==> src/rtl/uer_pkg.sv <==
// ----------------------------------------------------------------------------
// Ultrasonic echo ranger package
// Shared types, constants and register indexes for the ranging sequencer.
// ----------------------------------------------------------------------------
package uer_pkg;

  // Sequencer geometry.
  localparam int Samples   = 5;
  localparam int EchoBits  = 16;
  localparam int SumBits   = EchoBits + 3;
  localparam int TimerBits = 10;
  localparam int RoundBits = 3;
  localparam int TrigBits  = 8;
  localparam int SettleBits = 10;
  localparam int DistBits  = 15;

  // Configuration port.
  localparam int CfgIdxBits  = 1;
  localparam int CfgDataBits = 10;
  localparam logic [CfgIdxBits-1:0] REG_TRIGGER_WIDTH = 1'd0;
  localparam logic [CfgIdxBits-1:0] REG_SETTLE        = 1'd1;

  // Stream words.
  localparam int InDataBits  = 8;
  localparam int OutDataBits = 24;

  // Distance scaling: floor(sum * 16 / (58 * Samples)) by a reciprocal multiply.
  // With the shift below the rounded-up reciprocal is exact over the whole sum range.
  localparam int    CmDivisor  = 58;
  localparam int    DistDiv    = CmDivisor * Samples;
  localparam int    ScaledBits = SumBits + 4;
  localparam int    RecipShift = 32;
  localparam longint RecipL    = ((64'd1 << RecipShift) + DistDiv - 1) / DistDiv;
  localparam int    RecipBits  = $clog2(RecipL + 1);
  localparam logic [RecipBits-1:0] Recip = RecipL[RecipBits-1:0];
  localparam int    ProdBits   = ScaledBits + RecipBits;

  localparam logic [EchoBits-1:0] EchoMax = {EchoBits{1'b1}};
  localparam logic [SumBits-1:0]  SumMax  = {SumBits{1'b1}};
  localparam logic [RoundBits-1:0] SamplesCnt = RoundBits'(Samples);

  // Sequencer phases.
  typedef enum logic [2:0] {
    PH_IDLE   = 3'd0,
    PH_TRIG   = 3'd1,
    PH_RISE   = 3'd2,
    PH_COUNT  = 3'd3,
    PH_SETTLE = 3'd4
  } phase_t;

  // Per-tick result of the sequencer, before distance scaling.
  typedef struct packed {
    logic               trig;
    logic               busy;
    logic               report;
    logic [SumBits-1:0] sum;
  } seq_res_t;

endpackage

==> src/rtl/ultrasonic_echo_ranger_top.sv <==
// ----------------------------------------------------------------------------
// Ultrasonic echo ranger
// Ranging sequencer for a trigger/echo ultrasonic sensor, one word per tick.
// ----------------------------------------------------------------------------
// Usage:
//   Each slave word is one microsecond tick carrying a start command and the
//   sampled echo level. Every accepted word yields exactly one master word with
//   the trigger drive, the busy flag, a report flag and the averaged distance.
//   A start while a measurement is running is ignored.
//   The configuration channel writes the trigger width (index 0) and the settle
//   time (index 1); it is always ready and should be written while idle.
// Throughput and pipeline:
//   One word per cycle is accepted while the master side is not stalled. A result
//   passes through the sequencer result register and then through the distance
//   multiply and output register before it appears on the master side.
// Reset:
//   Synchronous reset returns the sequencer to idle, loads the default trigger
//   width of 20 and settle time of 50, and empties the output pipeline.
// Stalls:
//   When the master side is stalled the two pipeline stages fill and the slave
//   side then deasserts tready; no word is lost or repeated.
// ----------------------------------------------------------------------------
module ultrasonic_echo_ranger_top (
  input  logic                                 clk,
  input  logic                                 rst,
  // Slave stream: bit 0 command, bit 1 echo_level, rest zero.
  input  logic                                 s_axis_tvalid,
  output logic                                 s_axis_tready,
  input  logic [uer_pkg::InDataBits-1:0]       s_axis_tdata,
  // Master stream: bit 0 trigger_level, bit 1 busy_res, bit 2 result_valid,
  // bits 17:3 distance_q4, rest zero.
  output logic                                 m_axis_tvalid,
  input  logic                                 m_axis_tready,
  output logic [uer_pkg::OutDataBits-1:0]      m_axis_tdata,
  // Configuration write channel.
  input  logic                                 cfg_valid,
  output logic                                 cfg_ready,
  input  logic [uer_pkg::CfgIdxBits-1:0]       cfg_index,
  input  logic [uer_pkg::CfgDataBits-1:0]      cfg_data
);

  logic [uer_pkg::TrigBits-1:0]    trigger_width_us;
  logic [uer_pkg::SettleBits-1:0]  settle_us;
  logic                            step;
  logic                            adv_out;
  logic                            adv_mid;
  uer_pkg::seq_res_t               seq_res;
  uer_pkg::seq_res_t               mid;
  logic                            mid_valid;
  logic [uer_pkg::DistBits-1:0]    distance_q4;

  // Configuration registers.
  assign cfg_ready = 1'b1;

  always_ff @(posedge clk) begin
    if (rst) begin
      trigger_width_us <= uer_pkg::TrigBits'(20);
      settle_us        <= uer_pkg::SettleBits'(50);
    end else if (cfg_valid && cfg_ready) begin
      case (cfg_index)
        uer_pkg::REG_TRIGGER_WIDTH: trigger_width_us <= cfg_data[uer_pkg::TrigBits-1:0];
        uer_pkg::REG_SETTLE:        settle_us        <= cfg_data;
        default: ;
      endcase
    end
  end

  // Pipeline flow control: each stage moves when the one after it can take a word.
  assign adv_out       = !m_axis_tvalid || m_axis_tready;
  assign adv_mid       = !mid_valid || adv_out;
  assign s_axis_tready = adv_mid;
  assign step          = s_axis_tvalid && s_axis_tready;

  uer_seq u_seq (
    .clk              (clk),
    .rst              (rst),
    .step             (step),
    .command          (s_axis_tdata[0]),
    .echo_level       (s_axis_tdata[1]),
    .trigger_width_us (trigger_width_us),
    .settle_us        (settle_us),
    .res              (seq_res)
  );

  // Sequencer result register.
  always_ff @(posedge clk) begin
    if (rst) begin
      mid_valid <= 1'b0;
    end else if (adv_mid) begin
      mid_valid <= step;
    end
  end

  always_ff @(posedge clk) begin
    if (adv_mid) begin
      mid <= seq_res;
    end
  end

  uer_dist u_dist (
    .sum         (mid.sum),
    .report      (mid.report),
    .distance_q4 (distance_q4)
  );

  // Output register.
  always_ff @(posedge clk) begin
    if (rst) begin
      m_axis_tvalid <= 1'b0;
    end else if (adv_out) begin
      m_axis_tvalid <= mid_valid;
    end
  end

  always_ff @(posedge clk) begin
    if (adv_out) begin
      m_axis_tdata <= {6'b000000, distance_q4, mid.report, mid.busy, mid.trig};
    end
  end

endmodule

==> src/rtl/uer_seq.sv <==
// ----------------------------------------------------------------------------
// Ranging sequencer
// Holds the phase, timers and echo accumulators; advances once per accepted tick.
// ----------------------------------------------------------------------------
module uer_seq (
  input  logic                               clk,
  input  logic                               rst,
  input  logic                               step,
  input  logic                               command,
  input  logic                               echo_level,
  input  logic [uer_pkg::TrigBits-1:0]       trigger_width_us,
  input  logic [uer_pkg::SettleBits-1:0]     settle_us,
  output uer_pkg::seq_res_t                  res
);

  uer_pkg::phase_t                    phase, phase_next;
  logic [uer_pkg::TimerBits-1:0]      step_timer, step_timer_next;
  logic [uer_pkg::EchoBits-1:0]       echo_time, echo_time_next;
  logic [uer_pkg::SumBits-1:0]        echo_sum, echo_sum_next;
  logic [uer_pkg::RoundBits-1:0]      rounds_done, rounds_done_next;
  logic [uer_pkg::TimerBits-1:0]      timer_inc;
  logic [uer_pkg::SumBits:0]          sum_wide;
  logic                               report;

  assign timer_inc = step_timer + uer_pkg::TimerBits'(1);
  assign sum_wide  = {1'b0, echo_sum} + (uer_pkg::SumBits + 1)'(echo_time);

  // Next-state logic for the phase and the counters.
  always_comb begin
    phase_next       = phase;
    step_timer_next  = step_timer;
    echo_time_next   = echo_time;
    echo_sum_next    = echo_sum;
    rounds_done_next = rounds_done;
    report           = 1'b0;
    case (phase)
      uer_pkg::PH_IDLE: begin
        if (command) begin
          phase_next       = uer_pkg::PH_TRIG;
          step_timer_next  = '0;
          echo_time_next   = '0;
          echo_sum_next    = '0;
          rounds_done_next = '0;
        end
      end
      uer_pkg::PH_TRIG: begin
        step_timer_next = timer_inc;
        if (timer_inc >= uer_pkg::TimerBits'(trigger_width_us)) begin
          phase_next      = uer_pkg::PH_RISE;
          step_timer_next = '0;
        end
      end
      uer_pkg::PH_RISE: begin
        if (echo_level) begin
          echo_time_next = uer_pkg::EchoBits'(1);
          phase_next     = uer_pkg::PH_COUNT;
        end
      end
      uer_pkg::PH_COUNT: begin
        if (echo_level) begin
          if (echo_time != uer_pkg::EchoMax) begin
            echo_time_next = echo_time + uer_pkg::EchoBits'(1);
          end
        end else begin
          // Echo fell: accumulate this round, then settle or close the round.
          echo_sum_next    = sum_wide[uer_pkg::SumBits] ? uer_pkg::SumMax
                                                        : sum_wide[uer_pkg::SumBits-1:0];
          rounds_done_next = rounds_done + uer_pkg::RoundBits'(1);
          step_timer_next  = '0;
          if (settle_us == '0) begin
            if (rounds_done_next >= uer_pkg::SamplesCnt) begin
              phase_next = uer_pkg::PH_IDLE;
              report     = 1'b1;
            end else begin
              phase_next = uer_pkg::PH_TRIG;
            end
          end else begin
            phase_next = uer_pkg::PH_SETTLE;
          end
        end
      end
      uer_pkg::PH_SETTLE: begin
        step_timer_next = timer_inc;
        if (timer_inc >= settle_us) begin
          step_timer_next = '0;
          if (rounds_done >= uer_pkg::SamplesCnt) begin
            phase_next = uer_pkg::PH_IDLE;
            report     = 1'b1;
          end else begin
            phase_next = uer_pkg::PH_TRIG;
          end
        end
      end
      default: begin
        phase_next      = uer_pkg::PH_IDLE;
        step_timer_next = '0;
      end
    endcase
  end

  // Per-tick outputs.
  always_comb begin
    res.trig   = (phase == uer_pkg::PH_TRIG);
    res.busy   = (phase_next != uer_pkg::PH_IDLE);
    res.report = report;
    res.sum    = echo_sum_next;
  end

  // State registers advance only on an accepted tick.
  always_ff @(posedge clk) begin
    if (rst) begin
      phase       <= uer_pkg::PH_IDLE;
      step_timer  <= '0;
      echo_time   <= '0;
      echo_sum    <= '0;
      rounds_done <= '0;
    end else if (step) begin
      phase       <= phase_next;
      step_timer  <= step_timer_next;
      echo_time   <= echo_time_next;
      echo_sum    <= echo_sum_next;
      rounds_done <= rounds_done_next;
    end
  end

endmodule

==> src/rtl/uer_dist.sv <==
// ----------------------------------------------------------------------------
// Distance scaler
// Converts the echo sum to averaged centimetres in Q11.4 by reciprocal multiply.
// ----------------------------------------------------------------------------
module uer_dist (
  input  logic [uer_pkg::SumBits-1:0]   sum,
  input  logic                          report,
  output logic [uer_pkg::DistBits-1:0]  distance_q4
);

  logic [uer_pkg::ScaledBits-1:0] scaled;
  logic [uer_pkg::ProdBits-1:0]   prod;
  logic [uer_pkg::ProdBits-1:0]   quot;
  logic                           over;

  // sum * 16, then multiply by the rounded-up reciprocal of the divisor.
  assign scaled = {sum, 4'b0000};
  assign prod   = uer_pkg::ProdBits'(scaled) * uer_pkg::ProdBits'(uer_pkg::Recip);
  assign quot   = prod >> uer_pkg::RecipShift;
  assign over   = |(quot >> uer_pkg::DistBits);

  // Saturate and zero the field when no report is due.
  always_comb begin
    if (!report) begin
      distance_q4 = '0;
    end else if (over) begin
      distance_q4 = {uer_pkg::DistBits{1'b1}};
    end else begin
      distance_q4 = quot[uer_pkg::DistBits-1:0];
    end
  end

endmodule

==> config.mk <==
export PLATFORM = sky130hd
export DESIGN_NAME = ultrasonic_echo_ranger_top
export DESIGN_NICKNAME = d
export VERILOG_FILES = /design/src/rtl/uer_pkg.sv /design/src/rtl/ultrasonic_echo_ranger_top.sv /design/src/rtl/uer_seq.sv /design/src/rtl/uer_dist.sv
export SDC_FILE = /design/constraint.sdc
export NUM_CORES = 1
export LEC_CHECK = 0
export BUFFER_PORTS_ARGS = -buffer_cell sky130_fd_sc_hd__buf_2
export CAP_MARGIN = 20
export CORE_MARGIN = 4
export CORE_UTILIZATION = 40
export CTS_BUF_LIST = sky130_fd_sc_hd__clkbuf_4
export CTS_CLUSTER_DIAMETER = 80
export DETAILED_ROUTE_END_ITERATION = 16
export GPL_TIMING_DRIVEN = 1
export PLACE_DENSITY = 0.54
export SLEW_MARGIN = 20
export SYNTH_ARGS = -nofsm -noshare
export SYNTH_HDL_FRONTEND = slang
export SYNTH_SLANG_ARGS = --single-unit
==> constraint.sdc <==
create_clock -name clk -period 10.45 [get_ports clk]
set_clock_uncertainty 0.15 [all_clocks]
set_input_delay 1.5675 -clock clk [delete_from_list [all_inputs] [get_ports clk]]
set_output_delay 1.5675 -clock clk [all_outputs]
set_load 0.02 [all_outputs]
# Yosys cells after proc, flatten, opt, wreduce, memory -nomap -nowiden
# Index checks and enable logic that the tools add are counted.
[totals] regBits=111 input_bits=24 output_inout_bits=27 wordCells=83
[classes] addsub=4 n_mul=1 n_lt_le_gt_ge=4 eq_ne=10 mux=32 bitwise_logic=2 n_reduce_logical=15
[op_table] operator="$mux 16" n=4
[op_table] operator="$mux 19" n=3
[op_table] operator="$pmux 10 s5" n=1
[op_table] operator="$pmux 16 s3" n=1
[op_table] operator="$mul 19x24->43 const B" n=1
[op_table] operator="$mux 10" n=4
[op_table] operator="$pmux 19 s2" n=1
[op_table] operator="$mux 3" n=8
[op_table] operator="$add 19x16->20" n=1
[op_table] operator="$add 16x1->16 const B" n=1
[op_table] operator="$ne 16x16->1 const B" n=1
[op_table] operator="$pmux 3 s5" n=1
[op_table] operator="$add 10x1->10 const B" n=1
[op_table] operator="$ge 10x10->1" n=1
[op_table] operator="$ge 10x8->1" n=1
[op_table] operator="$logic_not 10->1" n=1
[op_table] operator="$ne 2x2->1 const B" n=4
[op_table] operator="$reduce_and 4->1" n=2
[op_table] operator="$mux 1" n=7
[op_table] operator="$eq 3x2->1 const B" n=2
[op_table] operator="$ge 3x3->1 const B" n=2
[op_table] operator="$pmux 3 s2" n=1
[op_table] operator="$reduce_and 6->1" n=1
[op_table] operator="$reduce_bool 3->1" n=2
[op_table] operator="12 further kinds" n=16

# Longest topological paths before layout
# Gate-level depths: netlist (run 1).
[depth] depth_word=7 ltp_mapped=22 ltp_nobuf=22

# Cells and area by module
# From an unflattened synthesis (run 1), not the netlist that was laid out.
[hier_totals] hier_cells=1521 area_unflattened_um2=14059.7
[modules_own_cells] mod="uer_dist" instances=1 cells_per_inst=835 area_per_inst_um2=7777.5 seq_area_each_um2=0.0
[modules_own_cells] mod="uer_seq" instances=1 cells_per_inst=552 area_per_inst_um2=4169.0 seq_area_each_um2=1021.0
[modules_own_cells] mod="ultrasonic_echo_ranger_top" instances=1 cells_per_inst=134 area_per_inst_um2=2113.3 seq_area_each_um2=1601.5

# Worst setup path before layout (run 1)
# Ideal clock, no wire load.
[synth_path] path_kind="reg2reg" from="register mid[7] in the netlist's numbering" to="register m_axis_tdata[10] in the netlist's numbering (data pin)" setup_time_ns=0.255 t_arrival_ns=5.703 t_required_ns=10.045 slack_ns=4.342 stages_incl_launch_ff=21 n_path_buf=0 synth_period_minus_slack_ns=6.108 cell_sequence="edfxtp_1 fa_1 inv_1 fa_1 fa_1 fa_1 inv_1 fa_1 inv_1 fa_1 inv_1 ha_1 a211oi_1 o211ai_1 a311oi_1 inv_2 a31oi_4 o31a_1 o21bai_1 xor2_1 and2_1"
[synth_via] elab_chain_cells=1
[synth_lines] item="from (decl)" line="ultrasonic_echo_ranger_top.sv:48" source="uer_pkg::seq_res_t mid;"
[synth_lines] item="from (signal assigned)" line="ultrasonic_echo_ranger_top.sv:96" source="mid <= seq_res;"
[synth_lines] item="$mul 19x24->43" line="uer_dist.sv:18" source="assign prod = uer_pkg::ProdBits'(scaled) * uer_pkg::ProdBits'(uer_pkg::Recip);"
[synth_lines] item="to (signal assigned)" line="ultrasonic_echo_ranger_top.sv:117" source="m_axis_tdata <= {6'b000000, distance_q4, mid.report, mid.busy, mid.trig};"
[synth_lines] item="to (decl)" line="ultrasonic_echo_ranger_top.sv:34" source="output logic [uer_pkg::OutDataBits-1:0] m_axis_tdata,"
# No other way between the ends.
# A chain may end at the register's enable or synchronous reset.

# Worst setup path after layout (run 1)
[layout_path] from="register mid[7] in the netlist's numbering" to="register m_axis_tdata[14] in the netlist's numbering (data pin)"
# Same word-level chain as after synthesis.

==> run metrics, run 1 <==
clock sink count=111; unrepaired setup endpoints after global routing=false; Most used DFF post-synth=dfxtp_1; total grt overflow=0; Top Ports=51; Period minus WS final=7.03 ns; number of global-route vias before repair=9521; Tot Pwr=0.000885 W; top cell type's share of synthesized area=24.1%; DRC violations left=0; wire per inst=15.2 um; TritonCTS clock tree=yes; mux share of post-synthesis cell area=0.314%; pre-CTS setup slack=3.41 ns; cells after synthesis=1384; TritonRoute pass-1 iters=5; status=finished clean; PortBufs=37; worst vdd ir=0.0534 mV; post-CTS setup buffers=0; count of state elements after synthesis=111; PwrDens=63.4 nW/um^2; final instance area=14000 um^2; hold buffers post-CTS=0; HP Class=reg2reg; Skew-Pair Late Insertion Delay=0.53 ns; max-cap violations=0; largest net degree at the start of global routing=54; setup TNS=0 ns; Area contributors post-synth=fa_1, ha_1, dfxtp_1; FP Rows=66; asr flop ratio synth=0%; Adder-Cell Fraction of Synth Area=44.2%; Final Hold Viols=0; WL final=28.3 mm; Starting Density=40.5%; Die ar.=35800 um^2; Req. time, crit path=10.59 ns; Post-Place Cells=1843; count of pins over their slew limit=0; most frequent cells in the layout=inv_1, ha_1, fa_1; CTS buffer count=9; kind of start point of the critical path=flop; # setup viols final=0; Core Box Area=32500 um^2; crit-path max FO=6; Setup CP Type=reg2reg; Overall Global Routing Usage=16.5%; biggest area consumer among synthesized cells=fa_1; CTS root buffer=clkbuf_4; Post-Synth Simple-Gate Area=10.1%; Non-Filler Instances=1860; Synth cell types=80; Max Freq=142 MHz; Initial DRC Count=302; detailed placement HPWL=23.8 mm; GPL Wtd Cong=0.831; # H-tree levels=3; global-route wire length before repair=47.9 mm; die span in y=189 um; final net count=1806; CTS clk-pin slew, worst paths=0.17 ns; layout cells sized above 1=6.28%; Post-CTS Resized=0; P&R area growth vs syn=6.12%; CP arrival=7.18 ns; sequential element share of the synthesized area=19.9%; Worst-Margin Slew=0.906 ns; Syn. warnings=0; XOR/XNOR Fraction of Synth Area=3.39%; Clock Path Buffers=2; slew margin rel.=39.6%; Setup WS post-layout=3.42 ns; Routed Antenna Nets=0; vias per cell=4.83; most common cell after layout, fill and taps aside=inv_1; Tcrit/Tclk final=67.3%; syn_area_per_cell=9.50 um^2; placed cell area=13800 um^2; DR vias=8977; leakage=7.38 nW; Compound-Gate Fraction of Synth Area=12.0%; largest family of logic cells by synthesized area=adder cells; die width=189 um; Post-synth EDFFs=40; Post-Syn Area=13200 um^2; initial antenna violation count=1; CP endpoint kind=flop
-- per-layer routing --
metal / wire length, um / GRT usage [%] / vias to the layer above
li1: - / - / 4524
met1: 13300 / 22.1 / 4318
met2: 13800 / 28.9 / 114
met3: 788 / 2.01 / 21
met4: 454 / 3.53 / 0
met5: 0 / 0 / -
-- per-stage QoR --
stage / util [%] / hold slack (ns)
6_report: 43.0 / 0.294
5_1_grt: 43.0 / 0.318
4_1_cts: 43.0 / 0.300
3_5_place_dp: 42.5 / 0.264
3_3_place_gp: 42.5 / 0.256
2_1_floorplan: - / 0.250
-- where the power goes --
part / internal, W / switching, W / total [W] / leakage (nW)
sequential: 0.000457 / 0.00000897 / 0.000466 / 1.05
clock: 0.0000800 / 0.000159 / 0.000238 / 0.0835
combinational: 0.0000697 / 0.000111 / 0.000181 / 6.24
total: 0.000606 / 0.000279 / 0.000885 / 7.38
-- worst max-delay path, cell delays in order (launching register included) --
cell      delay (ns)
edfxtp_1        0.62
fa_1            0.77
inv_1           0.20
fa_1            0.51
fa_1            0.52
inv_1           0.05
fa_1            0.47
fa_1            0.54
inv_1           0.06
fa_1            0.54
inv_1           0.05
ha_1            0.20
a211oi_1        0.36
o211ai_1        0.16
a311oi_1        0.55
inv_2           0.14
a31oi_2         0.30
o21ai_2         0.17
a31oi_1         0.23
xnor2_1         0.08
and2_1          0.15
-- Yosys cell counts, types with 7 or more instances --
cell      count
a211oi_1      9
a21o_1       28
a21oi_1      81
a22o_1        8
a31oi_1       9
and2_1       18
and3_1       14
buf_4         7
clkbuf_1     20
dfxtp_1      71
edfxtp_1     40
fa_1        158
ha_1        212
inv_1       311
nand2_1     104
nand2b_1     13
nand3_1       7
nand3b_1      9
nand4_1       7
nor2_1       49
nor2b_1       7
nor3_1       14
o21ai_0      35
o21ai_1      14
o21bai_1      8
xnor2_1      30
xor2_1       19
-- sequential cells by signal, summed over array words and instances, names as in the netlist --
name	count
mid	22
u_seq.echo_sum	19
m_axis_tdata	18
u_seq.echo_time	16
settle_us	10
u_seq.step_timer	10
trigger_width_us	8
u_seq.phase	3
u_seq.rounds_done	3
m_axis_tvalid	1
mid_valid	1
-- final cells by class --
| type | count | area, um^2 |
|---|---|---|
| clock inverter | 6 | 76.3 |
| tap | 442 | 553 |
| antenna | 1 | 2.50 |
| inverter | 312 | 1170 |
| timing repair buffer | 42 | 223 |
| clock buffer | 10 | 75.1 |
| multi-input combinational | 936 | 9230 |
| sequential | 111 | 2620 |
| fill | 3207 | 18500 |
-- kinds of logic (layout without fill, tap and decap cells) --
group | count (synthesis) | count (layout)
XOR/XNOR | 50 | 50
adder cells (fa/ha/maj) | 370 | 370
multiplexers | 4 | 4
flip-flops | 111 | 111
AND/OR/NAND/NOR | 268 | 268
AO/OA/AOI/OAI | 237 | 237
other | 2 | 8
buffers and inverters | 342 | 370
-- final timing paths --
check | from | endpoint | slack, ns | cells after the start
min | mid[21]$_DFFE_PN_ | m_axis_tdata[0]$_DFFE_PP_ | 0.29 | 0
max | mid[7]$_DFFE_PN_ | m_axis_tdata[14]$_SDFFCE_PN0P_ | 3.42 | 20
min reg2reg | mid[21]$_DFFE_PN_ | m_axis_tdata[0]$_DFFE_PP_ | 0.29 | 0
max reg2reg | mid[7]$_DFFE_PN_ | m_axis_tdata[14]$_SDFFCE_PN0P_ | 3.42 | 20
Note: power is estimated with default switching activity, not from simulation.
==> run 2: changes to the inputs <==
==> constraint.sdc (replaced) <==
create_clock -name clk -period 7.06 [get_ports clk]
set_clock_uncertainty 0.15 [all_clocks]
set_input_delay 1.059 -clock clk [delete_from_list [all_inputs] [get_ports clk]]
set_output_delay 1.059 -clock clk [all_outputs]
set_load 0.02 [all_outputs]
==> run 2 against run 1 <==
  * Critical path depth is 1 lower
  * Worst hold slack better by 0.012 ns
  * Power is 46% higher
  * Largest power group unchanged
  * Highest routed layer unchanged
==> run metrics, run 2 (same netlist as run 1, synthesis figures left out) <==
CTS clk-pin slew, worst paths=0.19 ns; worst r2r dst=m_axis_tdata[14]$_SDFFCE_PN0P_; Routed Antenna Nets=0; kind of start point of the critical path=flop; # setup viols final=0; most common cell after layout, fill and taps aside=inv_1; Crit-path slowest cell=fa_1; CP endpoint kind=flop; Util after Layout=43.3%; Max Freq=151 MHz; CTS buffer count=9; FF-to-FF path depth=19; PortBufs=37; max-cap violations=0; status=finished clean; number of global-route vias before repair=9398; worst vdd ir=0.0639 mV; Overall Global Routing Usage=16.6%; TritonRoute pass-1 iters=5; Tot Pwr=0.00129 W; DR vias=9028; Clock Path Buffers=2; FP Rows=66; hold endpoint=m_axis_tdata[1]$_DFFE_PP_; Min-Delay Startpoint=mid[20]$_DFFE_PN_; Die ar.=35800 um^2; critical path cell sequence=fa_1, buf_4, fa_1, fa_1, fa_1, fa_1, inv_1, fa_1, inv_1, ha_1, a211oi_1, o211ai_1, a311oi_1, inv_2, a31oi_2, o21ai_2, a31oi_1, xnor2_1, and2_1; die width=189 um; Initial DRC Count=302; Starting Density=40.5%; Setup CP Type=reg2reg; Worst-Margin Slew=0.929 ns; Top Ports=51; setup TNS=0 ns; delay of the slowest cell on the worst path=0.62 ns; Final Hold Viols=0; layout cells sized above 1=7.26%; GPL Wtd Cong=0.881; Top reg by flops=mid; Core Box Area=32500 um^2; initial antenna violation count=1; hold path depth=0; slew margin rel.=37.9%; wire per inst=15.3 um; Tcrit/Tclk final=93.5%; clock sink count=111; # H-tree levels=3; CTS root buffer=clkbuf_4; most frequent cells in the layout=inv_1, ha_1, fa_1; Req. time, crit path=7.19 ns; max reg flops=22; global-route wire length before repair=48.1 mm; Most common cell on crit path=fa_1; Skew-Pair Late Insertion Delay=0.51 ns; vias per cell=4.81; DRC violations left=0; reg2reg setup slack=0.46 ns; unrepaired setup endpoints after global routing=false; Worst R2R Start=mid[9]$_DFFE_PN_; detailed placement HPWL=24.3 mm; CP arrival=6.73 ns; count of pins over their slew limit=0; HP Class=reg2reg; P&R area growth vs syn=6.87%; TritonCTS clock tree=yes; hold buffers post-CTS=0; WHS=0.307 ns; crit-path max FO=6; total grt overflow=0; Post-CTS Resized=0; largest net degree at the start of global routing=54; die span in y=189 um; PwrDens=91.9 nW/um^2; Period minus WS final=6.60 ns; WL final=28.7 mm; final net count=1821; largest registers=mid x22, u_seq.echo_sum x19, m_axis_tdata x18; leakage=7.45 nW; post-CTS setup buffers=0
[run 2: worst max-delay path by stage]
stage / start / endpoint / slack (ns) / cells after the start
final: mid[9]$_DFFE_PN_ / m_axis_tdata[14]$_SDFFCE_PN0P_ / 0.46 / 19
after detailed placement: mid[9]$_DFFE_PN_ / m_axis_tdata[14]$_SDFFCE_PN0P_ / 0.47 / 19
after global routing: mid[3]$_DFFE_PN_ / m_axis_tdata[14]$_SDFFCE_PN0P_ / 0.15 / 20
after floorplan: mid[7]$_DFFE_PN_ / m_axis_tdata[10]$_SDFFCE_PN0P_ / 0.95 / 20
after CTS: mid[9]$_DFFE_PN_ / m_axis_tdata[14]$_SDFFCE_PN0P_ / 0.40 / 19
after global placement: mid[9]$_DFFE_PN_ / m_axis_tdata[14]$_SDFFCE_PN0P_ / 0.49 / 19
[run 2: power by group]
group | switching (W) | internal (W)
Clock | 0.000247 | 0.0000833
Combinational | 0.000170 | 0.000105
Sequential | 0.0000106 | 0.000676
[run 2: critical path: cells and delay by family (launching register included)]
family	cells	cell delay (ns)
adders and majority gates	7	3.47
AOI/OAI and AO/OA	6	1.53
DFF	1	0.56
buffers and inverters	4	0.39
and+or+nand+nor	1	0.15
xor gates and xnor gates	1	0.08
[run 2: stage by stage]
| step | area, um^2 | setup WS [ns] | cells |
|---|---|---|---|
| 6_report | 14100 | 0.457 | 1875 |
| 5_1_grt | 14100 | 0.154 | 1875 |
| 4_1_cts | 14000 | 0.397 | 1874 |
| 3_5_place_dp | 13900 | 0.466 | 1858 |
| 3_3_place_gp | 13900 | 0.493 | 1857 |
| 2_1_floorplan | 13200 | 0.952 | 1389 |
[run 2: layout make-up]
type	instances	area, um^2
clock buffers	9	67.6
repair buffers	57	335
flip-flops and latches	111	2620
clock inverters	7	70.1
fillers	3286	18400
multi-input cells	936	9230
diodes	1	2.50
well taps	442	553
inverters	312	1170
[run 2: routing by layer]
metal  vias up  global-route usage (%)  share of wire, %
li1       4559                       -                 -
met3        27                    2.60               3.2
met4         0                    3.70               1.8
met5         -                       0                 0
met2       114                    28.8                49
met1      4328                    22.1                46
